`src/sv/disk_guid_hash_macros.svh`:
```
// disk_guid_hash_macros.svh: assertion macros shared by the disk guid hash rtl
// expects clk and arst_n to be visible where a macro is used
`ifndef DISK_GUID_HASH_MACROS_SVH
`define DISK_GUID_HASH_MACROS_SVH

// same-cycle implication, checks off while in reset
`define DGH_ASSERT_NOW(label, ante, cons, msg) \
	label: assert property (@(posedge clk) disable iff (!arst_n) (ante) |-> (cons)) \
		else $error(msg);

// next-cycle implication, checks off while in reset
`define DGH_ASSERT_NEXT(label, ante, cons, msg) \
	label: assert property (@(posedge clk) disable iff (!arst_n) (ante) |=> (cons)) \
		else $error(msg);

`endif

```
`src/sv/dgh_pkg.sv`:
```
// dgh_pkg: payload types, register indexes and hash constants for disk_guid_hash
// no dependencies
package dgh_pkg;

	localparam int unsigned CfgDataW = 64;
	localparam int unsigned SectorW  = 17;

	// register indexes of the configuration port
	typedef enum logic [0:0] {
		CFG_CAPACITY = 1'b0,
		CFG_SECTOR   = 1'b1
	} dgh_cfg_idx_t;

	localparam logic [63:0] FNV_BASIS = 64'd1469598103934665603;
	localparam logic [63:0] FNV_PRIME = 64'h00000100000001b3;

	localparam logic [SectorW-1:0] SECTOR_RESET = 17'd512;

	localparam logic [3:0] GUID_VERSION = 4'h5;
	localparam logic [1:0] GUID_VARIANT = 2'b10;

	typedef struct packed {
		logic [7:0] id_byte;
		logic       no_byte;
		logic       last;
	} dgh_in_t;

	typedef struct packed {
		logic [63:0] guid_low;
		logic [63:0] guid_high;
	} dgh_out_t;

endpackage

```
`src/sv/disk_guid_hash.sv`:
```
// disk_guid_hash: top level, folds identifier bytes into a 128-bit disk guid
// depends on dgh_pkg and disk_guid_hash_macros.svh
//
// For each identifier byte, a first step registers the partial products of the
// two 64-bit constant multiplies (FNV-1a lane and add lane), a second sums them
// back into the lane registers; byte_stall is high while a byte waits in the
// multiply stage, and a new byte is taken only once that byte has left the
// stage. The item marked last also finalises (capacity and sector size folded
// in, version 5 and variant bits forced) into a result register that the
// guid side drains independently; the input side keeps taking bytes while a
// guid waits, and only a second last item stalls until the first guid is taken.
// An empty identifier is one item with no_byte and last both set.
module disk_guid_hash
	import dgh_pkg::*;
(
	input  logic                clk,
	input  logic                arst_n,
	input  logic                cfg_we,
	input  dgh_cfg_idx_t        cfg_index,
	input  logic [CfgDataW-1:0] cfg_wdata,
	input  logic                byte_valid,
	output logic                byte_stall,
	input  dgh_in_t             byte_item,
	output logic                guid_valid,
	input  logic                guid_stall,
	output dgh_out_t            guid
);

	`include "disk_guid_hash_macros.svh"

	localparam logic [31:0] PrimeLo = FNV_PRIME[31:0];
	localparam logic [31:0] PrimeHi = FNV_PRIME[63:32];
	localparam logic [31:0] BasisLo = FNV_BASIS[31:0];
	localparam logic [31:0] BasisHi = FNV_BASIS[63:32];

	// partial products of one 64-bit multiply, modulo 2^64
	typedef struct packed {
		logic [63:0] ll;
		logic [31:0] lh;
		logic [31:0] hl;
	} dgh_pp_t;

	typedef struct packed {
		dgh_pp_t xr;
		dgh_pp_t ad;
		logic    no_byte;
		logic    last;
	} dgh_stage_t;

	logic [63:0]        capacity_q;
	logic [SectorW-1:0] sector_q;
	logic [63:0]        xor_lane_q;
	logic [63:0]        add_lane_q;
	logic               s1_valid;
	dgh_stage_t         s1_q;
	dgh_stage_t         s0_d;
	logic               accept;
	logic               s1_adv;
	logic [63:0]        xa;
	logic [63:0]        aa;
	logic [63:0]        xor_next;
	logic [63:0]        add_next;
	logic [63:0]        xor_fin;
	logic [63:0]        add_fin;
	dgh_out_t           guid_d;
	logic               guid_valid_q;
	dgh_out_t           guid_q;

	// configuration
	always_ff @(posedge clk or negedge arst_n) begin
		if (!arst_n) begin
			capacity_q <= '0;
			sector_q   <= SECTOR_RESET;
		end else if (cfg_we) begin
			unique case (cfg_index)
				CFG_CAPACITY: capacity_q <= cfg_wdata;
				CFG_SECTOR:   sector_q   <= cfg_wdata[SectorW-1:0];
				default:      ;
			endcase
		end
	end

	assign byte_stall = s1_valid;
	assign accept     = byte_valid && !byte_stall;
	// a finishing last item needs the result register free
	assign s1_adv     = s1_valid && !(s1_q.last && guid_valid_q && guid_stall);

	// first step: fold the byte in and form partial products
	always_comb begin
		xa = xor_lane_q ^ {56'd0, byte_item.id_byte};
		aa = add_lane_q + {56'd0, byte_item.id_byte};
		s0_d.xr.ll   = 64'(xa[31:0]) * 64'(PrimeLo);
		s0_d.xr.lh   = xa[31:0] * PrimeHi;
		s0_d.xr.hl   = xa[63:32] * PrimeLo;
		s0_d.ad.ll   = 64'(aa[31:0]) * 64'(BasisLo);
		s0_d.ad.lh   = aa[31:0] * BasisHi;
		s0_d.ad.hl   = aa[63:32] * BasisLo;
		s0_d.no_byte = byte_item.no_byte;
		s0_d.last    = byte_item.last;
	end

	// second step: sum partial products, finalise on the last item
	always_comb begin
		xor_next = s1_q.xr.ll + {s1_q.xr.lh + s1_q.xr.hl, 32'd0};
		add_next = s1_q.ad.ll + {s1_q.ad.lh + s1_q.ad.hl, 32'd0};
		xor_fin  = s1_q.no_byte ? xor_lane_q : xor_next;
		add_fin  = s1_q.no_byte ? add_lane_q : add_next;
		guid_d.guid_low  = xor_fin ^ capacity_q;
		guid_d.guid_high = add_fin ^ {{(64-SectorW){1'b0}}, sector_q};
		guid_d.guid_low[55:52] = GUID_VERSION;
		guid_d.guid_high[7:6]  = GUID_VARIANT;
	end

	always_ff @(posedge clk or negedge arst_n) begin
		if (!arst_n) begin
			s1_valid     <= 1'b0;
			xor_lane_q   <= FNV_BASIS;
			add_lane_q   <= FNV_PRIME;
			guid_valid_q <= 1'b0;
		end else begin
			if (accept) begin
				s1_valid <= 1'b1;
			end else if (s1_adv) begin
				s1_valid <= 1'b0;
			end
			if (s1_adv && s1_q.last) begin
				xor_lane_q <= FNV_BASIS;
				add_lane_q <= FNV_PRIME;
			end else if (s1_adv && !s1_q.no_byte) begin
				xor_lane_q <= xor_next;
				add_lane_q <= add_next;
			end
			if (s1_adv && s1_q.last) begin
				guid_valid_q <= 1'b1;
			end else if (!guid_stall) begin
				guid_valid_q <= 1'b0;
			end
		end
	end

	// payload registers
	always_ff @(posedge clk) begin
		if (accept) begin
			s1_q <= s0_d;
		end
		if (s1_adv && s1_q.last) begin
			guid_q <= guid_d;
		end
	end

	assign guid_valid = guid_valid_q;
	assign guid       = guid_q;

	`DGH_ASSERT_NEXT(a_transfer_fills_stage, accept, s1_valid && byte_stall,
		"accepted byte did not reach the multiply stage")
	`DGH_ASSERT_NEXT(a_last_gives_guid, s1_adv && s1_q.last,
		guid_valid && xor_lane_q == FNV_BASIS && add_lane_q == FNV_PRIME,
		"last item did not give a guid and reseed the lanes")
	`DGH_ASSERT_NEXT(a_no_byte_keeps_lanes, s1_valid && s1_q.no_byte && !s1_q.last,
		$stable(xor_lane_q) && $stable(add_lane_q),
		"item without a byte changed a lane")
	`DGH_ASSERT_NOW(a_guid_fixed_bits, guid_valid,
		guid.guid_low[55:52] == GUID_VERSION && guid.guid_high[7:6] == GUID_VARIANT,
		"guid version or variant bits wrong")

endmodule

```
`config.mk`:
```
export PLATFORM = sky130hd
export DESIGN_NAME = disk_guid_hash
export DESIGN_NICKNAME = d
export VERILOG_FILES = /design/src/sv/dgh_pkg.sv /design/src/sv/disk_guid_hash.sv
export VERILOG_INCLUDE_DIRS = /design/src /design/src/sv
export SDC_FILE = /design/constraint.sdc
export NUM_CORES = 2
export LEC_CHECK = 0
export BUFFER_PORTS_ARGS = -buffer_cell sky130_fd_sc_hd__buf_2
export CELL_PAD_IN_SITES_DETAIL_PLACEMENT = 0
export CELL_PAD_IN_SITES_GLOBAL_PLACEMENT = 1
export CORE_MARGIN = 4
export CORE_UTILIZATION = 52
export DETAILED_ROUTE_END_ITERATION = 6
export PLACE_DENSITY = 0.8
export SKIP_LAST_GASP = 1
export SYNTH_ARGS = -nofsm -noshare
export SYNTH_HDL_FRONTEND = slang
export SYNTH_SLANG_ARGS = --single-unit
```
`constraint.sdc`:
```
create_clock -name clk -period 14.7 [get_ports clk]
set_input_delay 2.94 -clock clk [delete_from_list [all_inputs] [get_ports clk]]
set_output_delay 2.94 -clock clk [all_outputs]
set_load 0.005 [all_outputs]
```
After elaboration in Yosys (flattened, before gate mapping)
Cells that the tools add are included.
Widths: inputs -> output; s select.
Storage, ports and cells
  bits in registers: 555
  bits of input ports: 80
Cells by class
  multiply operators: 5
  eq/ne operators: 1
  bitwise operators: 4
  multiplexer cells: 10
  reduce and logical (&&, ||, !) cells: 13
  add/sub/neg operators: 5
Operators by type and width (number)
  $mux 64: 6
  $add 32x32->32: 2
  $add 41x64->64: 1
  $add 63x64->64: 1
  $add 64x8->64: 1
  $xor 64x17->64: 1
  $xor 64x64->64: 1
  $xor 64x8->64: 1
  $mul 32x31->63 const B: 1
  $mul 32x9->41 const B: 1
  $mul 32x25->28 const B: 1
  $mul 32x31->32 const B: 1
  $mul 32x9->32 const B: 1
  $logic_and 1x1->1: 6
  $mux 1: 4
  $reduce_and 2->1: 2
  $reduce_bool 2->1: 2
  $logic_not 1->1: 3
  $ne 2x1->1 const B: 1
  $not 1->1: 1

Longest topological paths before layout
  depth after elaboration: 7
  gate-level depth with buffers: 39
  depth with buffers taken out: 38

Worst setup path after synthesis
Ideal clock, no wire load.
  path kind: input-to-reg
  from: input port byte_valid
  to: register s1_valid (netlist: byte_stall)
  library setup time: 140 ps
  data arrival time: 13151 ps
  stages on the path: 2
  data required time: 14560 ps
  slack: 1409 ps
  cells stage by stage: nor2b_1 > o21bai_1
On the way
  word-level cells in the longest chain between the ends: 2
  elaborated cells between the ends (all ways): 3
  those cells by class: 1 x mux; 2 x reduce/logical
RTL lines
  start, declared: RTL line disk_guid_hash.sv:21  | input logic byte_valid,
  $logic_and 1x1->1 (*): RTL line disk_guid_hash.sv:84  | assign accept = byte_valid && !byte_stall;
  $mux 1 / $reduce_bool 2->1 (equally long branches)
  end signal, assigned: RTL line disk_guid_hash.sv:116  | s1_valid <= 1'b0;
  end signal, assigned: RTL line disk_guid_hash.sv:122  | s1_valid <= 1'b1;
  end signal, assigned: RTL line disk_guid_hash.sv:124  | s1_valid <= 1'b0;
  end, declared: RTL line disk_guid_hash.sv:54  | logic s1_valid;
Every way passes the cells marked *; elsewhere a longest branch is shown, timed or not.
A chain may end at the register's enable or synchronous reset.

==> results by group <==
Yosys
  • Prevailing post-synth register cell: edfxtp_1
  • Post-Synth XOR/XNOR Area: roughly 6.8%
  • Post-Syn Area: roughly 63,000 µm²
  • Async S/R FF share, synth: between 30% and 40%
  • Number of synthesized register bits: ~550
  • Leading area contributor after synthesis: fa_1
  • Mapped Avg Cell Area: ~11 µm²
  • Mapped Cells: 5,879
  • Mux cell area share after synthesis: under 10%
  • Cell variety after synth: 96
  • Largest family of logic cells by synthesized area: adder cells
  • Share of the synthesized area in the top cell type: around 25%
  • Yosys warns: 0
  • Post-synth EDFFs: between 300 and 400
  • Post-synthesis adder-cell area fraction: 42.1%
  • Top post-synthesis cells by area: fa_1 25%, ha_1 17%, edfxtp_1 16%
  • Simple-Gate Fraction of Synth Area: 5.59%
  • Sequential area share after synthesis: around a quarter
  • Compound-Gate Fraction of Synth Area: under 10%

Cells and area
  • Reg area: about 15,000 µm²
  • Diode count: 0
  • Net count, final: roughly 7,800
  • Footprint of the multi-input gates: approximately 42,000 µm²
  • Layout cells sized above 1: under 10%
  • Synth-to-Final Area Change: 8.35%
  • Layout fillers: around 10,000
  • Utilization after layout: 56.8%

CTS
  • Root Buffer: clkbuf_16
  • H-tree depth: 2
  • TritonCTS buffer count: 61
  • CTS tree: yes
  • Clock Path Buffers: 3
  • Post-CTS Hold Fix Bufs: 0
  • Clk_lat worst skew: around 0.70 ns
  • Clock input transition at the sequential cells of the worst setup and hold paths: about 0.06 ns
  • Resized cells post-CTS: 0
  • Sinks on Clock Net: 545
  • Setup Fix Bufs, Post-CTS: 0

Die
  • Rows: about 130
  • Die area: approximately 130,000 µm²
  • Starting density of the core: a little over half
  • Core area: between 100,000 and 150,000 µm²
  • Num ports: 210
  • Die W: approximately 360 µm
  • Die Y: roughly 360 µm

Routing
  • Vias: 42,500
  • DR iter-0 viols: between 2,000 and 3,000
  • Drt via density: between 5 and 6
  • DRC: 0
  • Wire per inst: about 22 µm
  • Routed Antenna Nets: 0
  • Detailed Routing Iterations Pass 1: 6
  • Routed wire length: ~170 mm

Timing
  • Worst slew pin tran: approximately 1.1 ns
  • RSZ-0062 raised after global routing: false
  • Max-slew violation count: 0
  • Setup slack after layout: about 2.2 ns
  • Setup violators final: 0
  • Hold WS: 0.476 ns
  • Final Hold Vio Count: 0
  • Worst rel slew slack: 25.1%
  • Post-route minimum period: approximately 12 ns
  • Total negative slack: 0 ns
  • Layout Skew: 0.0885 ns
  • Top achievable clock speed: ~80 MHz
  • Post-route clock period utilization: between 80% and 90%

Setup path
  • Reg2reg path depth: 31
  • CP max stage delay: just over 0.8 ns
  • Critical path class: input pin to flip-flop
  • Arrival @ worst endpoint: ~13 ns
  • CP max stage cell: nor3_1
  • Startpoint Class: input pin
  • Worst Path Required: roughly 15 ns
  • Worst Path Max Fanout: 7
  • Type of destination of the critical path: flip-flop

Global route
  • Gr usage total: between 20 and 30%
  • Grt ovf: 0
  • Largest net degree at the start of global routing: between 150 and 200
  • Number of global-route vias before repair: 43,400
  • First-pass GRT wire length: about 260 mm
  • Initial antenna violation count: 5

Min path
  • HP Class: flip-flop to flip-flop
  • Hold path cells: 1

Job
  • Max cap viols: 0

Place
  • Port Buffer Count: roughly 200
  • Pre-CTS WS: 1.65 ns
  • Gpl congestion: slightly below 1
  • DP HPWL: ~140 mm

Status
  • Outcome: finished clean
==> kinds of logic (layout without fill, tap and decap cells) <==
family                   Yosys count  after routing
AND/OR/NAND/NOR                  717            717
AO/OA/AOI/OAI                    882            882
other                              2              6
XOR/XNOR                         488            488
adder cells (fa/ha/maj)         1649           1649
flip-flops                       545            545
multiplexers                     171            171
buffers and inverters           1425           1703
==> cell usage in the layout, fill, tap and decap left out, types with 27 or more instances in the layout <==
| cell type | n |
|---|---|
| xor2_1 | 137 |
| o21bai_1 | 48 |
| dfrtp_1 | 169 |
| nand3_1 | 63 |
| buf_4 | 52 |
| ha_1 | 865 |
| xnor2_1 | 347 |
| nand4_1 | 30 |
| mux2i_1 | 72 |
| nor2_1 | 189 |
| clkbuf_16 | 62 |
| fa_1 | 784 |
| inv_1 | 1330 |
| o21ai_0 | 160 |
| nand2_1 | 189 |
| a22o_1 | 64 |
| nor3_1 | 55 |
| mux2_2 | 99 |
| dfstp_2 | 36 |
| buf_2 | 198 |
| o22a_1 | 27 |
| nand2b_1 | 36 |
| o21a_1 | 60 |
| a21oi_1 | 201 |
| edfxtp_1 | 340 |
| a21o_1 | 112 |
==> synthesized netlist by cell type (20+ instances only) <==
library cell and instances:
and2_1 21, a21oi_1 202, clkbuf_1 70, nand2b_1 36, inv_1 1331, fa_1 784, nor2b_1 27, or3_1 26
nand4_1 30, mux2i_1 72, a211oi_1 21, dfstp_2 36, o22a_1 27, xor2_1 138, nor2_1 189, edfxtp_1 340
nand3_1 63, nand2_1 189, ha_1 865, xnor2_1 349, o21ai_0 160, nor3_1 56, and3_1 23, o21a_1 61
a22o_1 64, a21o_1 112, o211ai_1 20, o21bai_1 48, mux2_2 99, a31oi_1 21, dfrtp_1 169
==> critical path, delay by kind of cell <==
family          cells  cell delay [ns]
buf+inv             8             0.92
simple gates       10             2.63
fa+ha+maj           9             4.15
xor+xnor            1             0.59
compound gates      7             1.69
==> state kept, by name (all words and copies together), names as in the netlist <==
register and count:
capacity_q 60, xor_lane_q 64, sector_q 15, guid_valid 1, s1_q 218, add_lane_q 64, byte_stall 1, guid 122
==> stage by stage <==
stage	std cells	instance area, µm²
global placement	7657	66100
CTS	7773	68200
floorplan	5883	62900
detailed placement	7657	66100
finish	7773	68200
global route	7773	68200
==> cell type report <==
cell class,instances,area share [%]
flip-flops and latches,545,22.6
multi-input cells,3913,61.9
clock buffers,79,2.41
inverters,1334,7.35
clock inverters,37,0.659
well taps,1612,2.96
repair buffers,253,2.11
==> layer usage <==
layer / track usage, % / vias to the layer above / wire length [µm]
li1: - / 19800 / -
met1: 39.1 / 21400 / 77600
met2: 43.9 / 1115 / 79000
met3: 3.32 / 190 / 9620
met4: 6.17 / 0 / 4060
met5: 0 / - / 0
==> final timing paths <==
| path | start | slack [ns] | to |
|---|---|---|---|
| setup / recovery | byte_item[4] | 2.25 | s1_q[125] |
| hold / removal | s1_q[72] | 0.48 | add_lane_q[6] |
| setup reg to reg | add_lane_q[13] | 3.99 | s1_q[125] |
| hold reg to reg | s1_q[72] | 0.48 | add_lane_q[6] |
| max in group asynchronous | arst_n | 11.13 | add_lane_q[19] |
| min in group asynchronous | arst_n | 2.24 | add_lane_q[60] |
Power is left out: the tool's default activity adds up to more than one toggle a clock period on the data nets, which glitch-free logic cannot reach.
